**src/hw/rtl/tlo_pkg.sv**
```systemverilog
// types and constants for the tree leaves level order block
// no dependencies
`default_nettype none

package tlo_pkg;

  localparam int IDX_W      = 4;
  localparam int NUM_IDX    = 16;
  localparam int ENTRY_W    = 10;
  localparam int S_DATA_W   = 16;
  localparam int M_DATA_W   = 8;
  localparam int MAX_LEAVES = 8;
  localparam int LEAF_CNT_W = 4;

  // first member in the high bits, so it matches the stream packing
  typedef struct packed {
    logic [IDX_W-1:0] right_index;
    logic             right_present;
    logic [IDX_W-1:0] left_index;
    logic             left_present;
  } entry_t;

  typedef enum logic [6:0] {
    ST_LOAD  = 7'b0000001,
    ST_ROOT  = 7'b0000010,
    ST_QRD   = 7'b0000100,
    ST_NRD   = 7'b0001000,
    ST_EVAL  = 7'b0010000,
    ST_ENQR  = 7'b0100000,
    ST_FLUSH = 7'b1000000
  } state_t;

endpackage

`default_nettype wire

```
**src/hw/rtl/tree_leaves_level_order.sv**
```systemverilog
// tree leaves level order: loads node records, walks breadth first, streams leaves
// depends on tlo_pkg
//
// input stream: one node record per transfer, nodes numbered in arrival order;
//   s_tlast marks the final record of a tree. records past MAX_NODES are dropped.
// output stream: one leaf index per transfer in level order, m_tlast on the
//   final leaf; at most 8 leaves per tree, none if no root is found.
// loading accepts one record per cycle. after the last record the block finds the
//   root (ST_ROOT), then walks the queue: a queued node is read from the queue
//   (ST_QRD), its record read (ST_NRD) and evaluated (ST_EVAL), plus ST_ENQR when it
//   has two children; a node outside the tree skips ST_EVAL. the queue and child
//   memories have registered reads, which the walk visits one after the other.
//   the final leaf enters the output register in ST_FLUSH once that register is free;
//   s_tready is low from the last record until then, and high again while that leaf waits.
// a stalled receiver holds the output register; the walk stops when it finds a leaf
//   while another leaf is pending, and picks up when the output register frees.
// reset (synchronous, active high) empties the output register and the loaded
//   tree; both memories need no clearing.
`default_nettype none

module tree_leaves_level_order #(
  parameter int MAX_NODES = 16
) (
  input  wire                          clk,
  input  wire                          rst,
  input  wire                          s_tvalid,
  output logic                         s_tready,
  // left_present, left_index, right_present, right_index, zero fill
  input  wire  [tlo_pkg::S_DATA_W-1:0] s_tdata,
  input  wire                          s_tlast,
  output logic                         m_tvalid,
  input  wire                          m_tready,
  // leaf_index, zero fill
  output logic [tlo_pkg::M_DATA_W-1:0] m_tdata,
  output logic                         m_tlast
);

  import tlo_pkg::*;

  localparam int ADDR_W = (MAX_NODES > 1) ? $clog2(MAX_NODES) : 1;
  localparam int CNT_W  = $clog2(MAX_NODES + 1);

  state_t state, state_next;
  logic [CNT_W-1:0] loaded, loaded_next;
  logic [NUM_IDX-1:0] ref_mask, ref_mask_next;
  logic [CNT_W-1:0] head, head_next, tail, tail_next;
  logic [LEAF_CNT_W-1:0] leaf_cnt, leaf_cnt_next;
  logic pend_valid, pend_valid_next;
  logic [IDX_W-1:0] pend_idx, pend_idx_next;
  logic m_tvalid_next, m_tlast_next;
  logic [M_DATA_W-1:0] m_tdata_next;

  entry_t child_mem [MAX_NODES];
  logic c_we, c_re;
  logic [ADDR_W-1:0] c_waddr, c_raddr;
  entry_t c_wdata, c_rdata;

  logic [IDX_W-1:0] queue_mem [MAX_NODES];
  logic q_we, q_re;
  logic [ADDR_W-1:0] q_waddr, q_raddr;
  logic [IDX_W-1:0] q_wdata, q_rdata;

  entry_t in_rec;
  logic out_free, lv, rv, node_ok, root_found, root_big;
  logic [IDX_W-1:0] root_idx;

  assign in_rec   = entry_t'(s_tdata[ENTRY_W-1:0]);
  assign s_tready = (state == ST_LOAD);
  assign out_free = !m_tvalid || m_tready;
  assign lv       = c_rdata.left_present && (32'(c_rdata.left_index) < 32'(loaded));
  assign rv       = c_rdata.right_present && (32'(c_rdata.right_index) < 32'(loaded));
  assign node_ok  = 32'(q_rdata) < 32'(loaded);
  assign root_big = 32'(loaded) > NUM_IDX;

  // lowest loaded node that no loaded record names as a child
  always_comb begin
    root_found = 1'b0;
    root_idx   = '0;
    for (int i = NUM_IDX - 1; i >= 0; i--) begin
      if (!ref_mask[i] && (i < 32'(loaded))) begin
        root_found = 1'b1;
        root_idx   = IDX_W'(i);
      end
    end
  end

  always_comb begin
    state_next      = state;
    loaded_next     = loaded;
    ref_mask_next   = ref_mask;
    head_next       = head;
    tail_next       = tail;
    leaf_cnt_next   = leaf_cnt;
    pend_valid_next = pend_valid;
    pend_idx_next   = pend_idx;
    m_tvalid_next   = m_tvalid && !m_tready;
    m_tdata_next    = m_tdata;
    m_tlast_next    = m_tlast;
    c_we    = 1'b0;
    c_waddr = loaded[ADDR_W-1:0];
    c_wdata = in_rec;
    c_re    = 1'b0;
    c_raddr = ADDR_W'(q_rdata);
    q_we    = 1'b0;
    q_waddr = tail[ADDR_W-1:0];
    q_wdata = c_rdata.left_index;
    q_re    = 1'b0;
    q_raddr = head[ADDR_W-1:0];

    case (state)
      ST_LOAD: begin
        if (s_tvalid) begin
          if (32'(loaded) < MAX_NODES) begin
            c_we        = 1'b1;
            loaded_next = loaded + CNT_W'(1);
            if (in_rec.left_present) begin
              ref_mask_next = ref_mask_next | (NUM_IDX'(1) << in_rec.left_index);
            end
            if (in_rec.right_present) begin
              ref_mask_next = ref_mask_next | (NUM_IDX'(1) << in_rec.right_index);
            end
          end
          if (s_tlast) begin
            state_next = ST_ROOT;
          end
        end
      end
      ST_ROOT: begin
        if (root_found || root_big) begin
          q_we       = 1'b1;
          q_waddr    = '0;
          q_wdata    = root_found ? root_idx : '0;
          head_next  = '0;
          tail_next  = CNT_W'(1);
          state_next = ST_QRD;
        end else begin
          loaded_next   = '0;
          ref_mask_next = '0;
          head_next     = '0;
          tail_next     = '0;
          state_next    = ST_LOAD;
        end
      end
      ST_QRD: begin
        q_re       = 1'b1;
        head_next  = head + CNT_W'(1);
        state_next = ST_NRD;
      end
      ST_NRD: begin
        if (node_ok) begin
          c_re       = 1'b1;
          state_next = ST_EVAL;
        end else begin
          state_next = (head < tail) ? ST_QRD : ST_FLUSH;
        end
      end
      ST_EVAL: begin
        if (lv || rv) begin
          if (32'(tail) < MAX_NODES) begin
            q_we      = 1'b1;
            q_wdata   = lv ? c_rdata.left_index : c_rdata.right_index;
            tail_next = tail + CNT_W'(1);
          end
          if (lv && rv) begin
            state_next = ST_ENQR;
          end else begin
            state_next = (head < tail_next) ? ST_QRD : ST_FLUSH;
          end
        end else if (!pend_valid || out_free) begin
          if (pend_valid) begin
            m_tvalid_next = 1'b1;
            m_tdata_next  = M_DATA_W'(pend_idx);
            m_tlast_next  = 1'b0;
          end
          pend_valid_next = 1'b1;
          pend_idx_next   = q_rdata;
          leaf_cnt_next   = leaf_cnt + LEAF_CNT_W'(1);
          if (leaf_cnt_next == LEAF_CNT_W'(MAX_LEAVES) || !(head < tail)) begin
            state_next = ST_FLUSH;
          end else begin
            state_next = ST_QRD;
          end
        end
      end
      ST_ENQR: begin
        if (32'(tail) < MAX_NODES) begin
          q_we      = 1'b1;
          q_wdata   = c_rdata.right_index;
          tail_next = tail + CNT_W'(1);
        end
        state_next = (head < tail_next) ? ST_QRD : ST_FLUSH;
      end
      ST_FLUSH: begin
        if (!pend_valid || out_free) begin
          if (pend_valid) begin
            m_tvalid_next = 1'b1;
            m_tdata_next  = M_DATA_W'(pend_idx);
            m_tlast_next  = 1'b1;
          end
          pend_valid_next = 1'b0;
          leaf_cnt_next   = '0;
          loaded_next     = '0;
          ref_mask_next   = '0;
          head_next       = '0;
          tail_next       = '0;
          state_next      = ST_LOAD;
        end
      end
      default: begin
        state_next = ST_LOAD;
      end
    endcase
  end

  always_ff @(posedge clk) begin
    if (rst) begin
      state      <= ST_LOAD;
      loaded     <= '0;
      ref_mask   <= '0;
      head       <= '0;
      tail       <= '0;
      leaf_cnt   <= '0;
      pend_valid <= 1'b0;
      m_tvalid   <= 1'b0;
    end else begin
      state      <= state_next;
      loaded     <= loaded_next;
      ref_mask   <= ref_mask_next;
      head       <= head_next;
      tail       <= tail_next;
      leaf_cnt   <= leaf_cnt_next;
      pend_valid <= pend_valid_next;
      m_tvalid   <= m_tvalid_next;
    end
  end

  always_ff @(posedge clk) begin
    pend_idx <= pend_idx_next;
    m_tdata  <= m_tdata_next;
    m_tlast  <= m_tlast_next;
  end

  // child record memory
  always_ff @(posedge clk) begin
    if (c_we) begin
      child_mem[c_waddr] <= c_wdata;
    end
    if (c_re) begin
      c_rdata <= child_mem[c_raddr];
    end
  end

  // breadth-first queue memory
  always_ff @(posedge clk) begin
    if (q_we) begin
      queue_mem[q_waddr] <= q_wdata;
    end
    if (q_re) begin
      q_rdata <= queue_mem[q_raddr];
    end
  end

endmodule

`default_nettype wire

```
**config.mk**
```make
export PLATFORM = sky130hd
export DESIGN_NAME = tree_leaves_level_order
export DESIGN_NICKNAME = d
export VERILOG_FILES = /design/src/hw/rtl/tlo_pkg.sv /design/src/hw/rtl/tree_leaves_level_order.sv
export SDC_FILE = /design/constraint.sdc
export NUM_CORES = 1
export LEC_CHECK = 0
export BUFFER_PORTS_ARGS = -buffer_cell sky130_fd_sc_hd__buf_2
export CAP_MARGIN = 30
export CORE_MARGIN = 2
export CORE_UTILIZATION = 53
export DETAILED_ROUTE_END_ITERATION = 10
export GPL_TIMING_DRIVEN = 1
export PLACE_DENSITY = 0.68
export SLEW_MARGIN = 10
export SYNTH_ARGS = -nofsm -noshare
export SYNTH_HDL_FRONTEND = slang
export SYNTH_SLANG_ARGS = --single-unit
```
**constraint.sdc**
```tcl
create_clock -name clk -period 3.2 [get_ports clk]
set_input_delay 0.16 -clock clk [delete_from_list [all_inputs] [get_ports clk]]
set_output_delay 0.16 -clock clk [all_outputs]
set_load 0.03 [all_outputs]
```
==> metrics <==
outcome finished, final reports clean; maximum VDD drop 567.6 µV; mux share of post-synthesis cell area between 10 and 15%; Final Hold Fails 0; # H-tree levels 1; Clock Path Buffers 3; clk sinks 291; asr flop ratio synth 0%; reg2reg setup slack approximately 0.24 ns; routability cong. 0.8610; max-slew violation count 0; setup TNS 0 ns; Mapped Area 12900 µm²; area share of the largest cell type after synthesis between 50% and 60%; initial core utilization between 50% and 60%; num rows 57; Hold Crit Depth 1; dpl hpwl between 15000 and 20000 µm; crit start category flop; Max-Slew Margin vs Limit 44.31%; Distinct cells, synth 81; most frequent cells in the layout 247 x edfxtp_1, 70 x mux4_2, 64 x nor2_1, 48 x buf_4, 44 x dfxtp_1; f_max 0.3375 GHz; post-CTS setup buffers 0; Worst Hold Path EP child_mem[11][6]; DR vias/cell about 6.2; type of the most critical hold path primary input to flop; total number of yosys warnings 0; post-synthesis average cell area 15.54 µm²; multi-input logic area 4254 µm²; leading cell type in the layout, fill and taps excluded edfxtp_1; 1st-pass router iterations 5; FF/Latch Area 8298 µm²; setup ws final 0.2370 ns; fill count roughly 1800; Final ANT Viol Nets 0; CP max FO 6; final net count 949; unrepaired setup endpoints after global routing false; GRT Total Usage 22.73%; via count 7772; worst slack at placement 0.08271 ns; largest family of logic cells by synthesized area multiplexers; # port buffers 21; Routed WL between 20000 and 30000 µm; n_diodes 0; layout cells sized above 1 between 20% and 30%; CTS Buf Count 30; core area about 24000 µm²; Post-synth EDFFs 247; final period utilization 92.59%; Leak about 0.0049 µW; Synth area leader edfxtp_1; clock skew 0.02046 ns; Synth Area in Simple Gates 7.800%; Die Y about 160 µm; worst r2r dst queue_mem[7][0]; DRC errors left 0; CP startpoint state[0]; hold wc startpoint s_tdata[6]; vias in the first global route 7832; Area growth syn-to-layout 14.35%; CTS tree built; register area share after synthesis 64.34%; Tightest Pin Transition between 0.8 and 0.9 ns; top cells by area, synth edfxtp_1 58%, mux4_2 12%, dfxtp_1 6.8%; FF-to-FF path depth 5; antenna violations before repair 0; total of max-cap violations 0; Mapped Cells slightly above 800; Worst-path clk slew 0.06 ns; Reg2Reg Launch Point state[0]; Synth Area in XOR/XNOR 0.5433%; Starting DRT DRC Count 690; largest net degree at the start of global routing 43; full die area 25600 µm²; CP endpoint kind flop; Top FF cell, synth edfxtp_1; drt wl/cell approximately 23 µm; Compound-Gate Fraction of Synth Area about a tenth; Final Setup Violations 0; first-pass GRT wire length 44810 µm; PD cells 551.2 nW/µm²; WS Path Type flop to flop; Die Span X around 160 µm; Clock Root Buffer clkbuf_16; post-synthesis adder-cell area fraction approximately 2.3%; hold slack 0.01916 ns; Final Critical Period just under 3 ns; Synth Register Bits 291; worst endpoint required time 3.41 ns; GRT Residual Overflow 0; # IOs 32; Data arrival, critical path roughly 3.2 ns; clock latency on the worst-skew pair 0.57 ns
## worst max-delay path by stage
stage                     slack (ns)  cells past startpoint               end
after floorplan                 0.36                      9   queue_mem[0][0]
after global placement          0.24                      7   queue_mem[4][2]
after detailed placement        0.08                      4   queue_mem[4][2]
after CTS                       0.05                      4  queue_mem[15][2]
after global routing            0.03                      5  queue_mem[14][1]
final                           0.24                      5   queue_mem[7][0]
## cell type report
class	instances	share of cell area, %
sequential	291	56.27
clock inverter	23	2.062
timing repair buffer	79	3.970
multi-input combinational	465	28.85
clock buffer	33	5.167
inverter	37	0.9417
tap	324	2.749
## where the power goes
group | switching [µW] | internal, µW | total (µW)
registers | 18.2 | 4130 | 4140
logic | 212 | 101 | 313
clock network | 1450 | 2220 | 3670
## routing by layer
metal  wire (µm)  track usage, %  vias up
met5           0               0        -
li1            -               -     3478
met1       11710           30.69     3909
met3        1657           2.935       67
met4         930           7.412        0
met2       14390           38.82      318
## synth_stat cells (4+ instances only)
cell type  count
a211oi_1      11
a21oi_1       27
a32o_1         6
nor4_1         4
or3_1          6
xor2_1         6
a211oi_2      10
o21a_1         8
ha_1          24
mux4_2        70
or2_2          4
and2_1         6
o221ai_1       4
o2111ai_1      4
nor2_1        64
nor3_1        15
and3b_1        4
o21ai_0       25
nor3b_1        4
a21o_1         4
a31oi_1        9
edfxtp_1     247
buf_4          5
a221oi_1      12
nand2b_1       4
buf_6          5
nand3_1       12
nor2b_1        9
inv_1         37
nand2_1       41
dfxtp_1       44
clkbuf_1      17
nand4_1        6
buf_1          9
## per-stage QoR
stage | instances | total power [µW] | utilization (%) | area, µm²
final | 1252 | 8129 | 61.18 | 14750
after global routing | 1252 | 8351 | 61.18 | 14750
after CTS | 1252 | 8183 | 61.14 | 14740
after detailed placement | 1188 | 4523 | 56.39 | 13590
after global placement | 1188 | 4512 | 56.39 | 13590
after floorplan | 833 | 4419 | - | 12910
## logic make-up after synthesis
kind of cell,after synthesis
xor gates and xnor gates,8
muxes,72
buffers and inverters,77
other,1
and+or+nand+nor,195
adders and majority gates,24
DFF,291
AOI/OAI and AO/OA,162
## what timing repair did
action	4_1_cts	5_1_grt
gates resized for setup	0	2
setup endpoints to repair	0	48
hold buffers	8	0
hold endpoints to repair	65	0
## critical path, cell delays in order (launching register included)
cell,delay (ns)
dfxtp_1,0.35
or4_1,0.60
or3_1,0.48
a21oi_1,0.38
o2111ai_1,0.36
nor2_1,0.44
## flip-flops by register name, summed over array words and instances (netlist names), 5 cells and up
name,flops
c_rdata,10
child_mem,160
head,5
loaded,5
queue_mem,64
ref_mask,16
state,7
tail,5
Power figures use the tool's default switching activity.
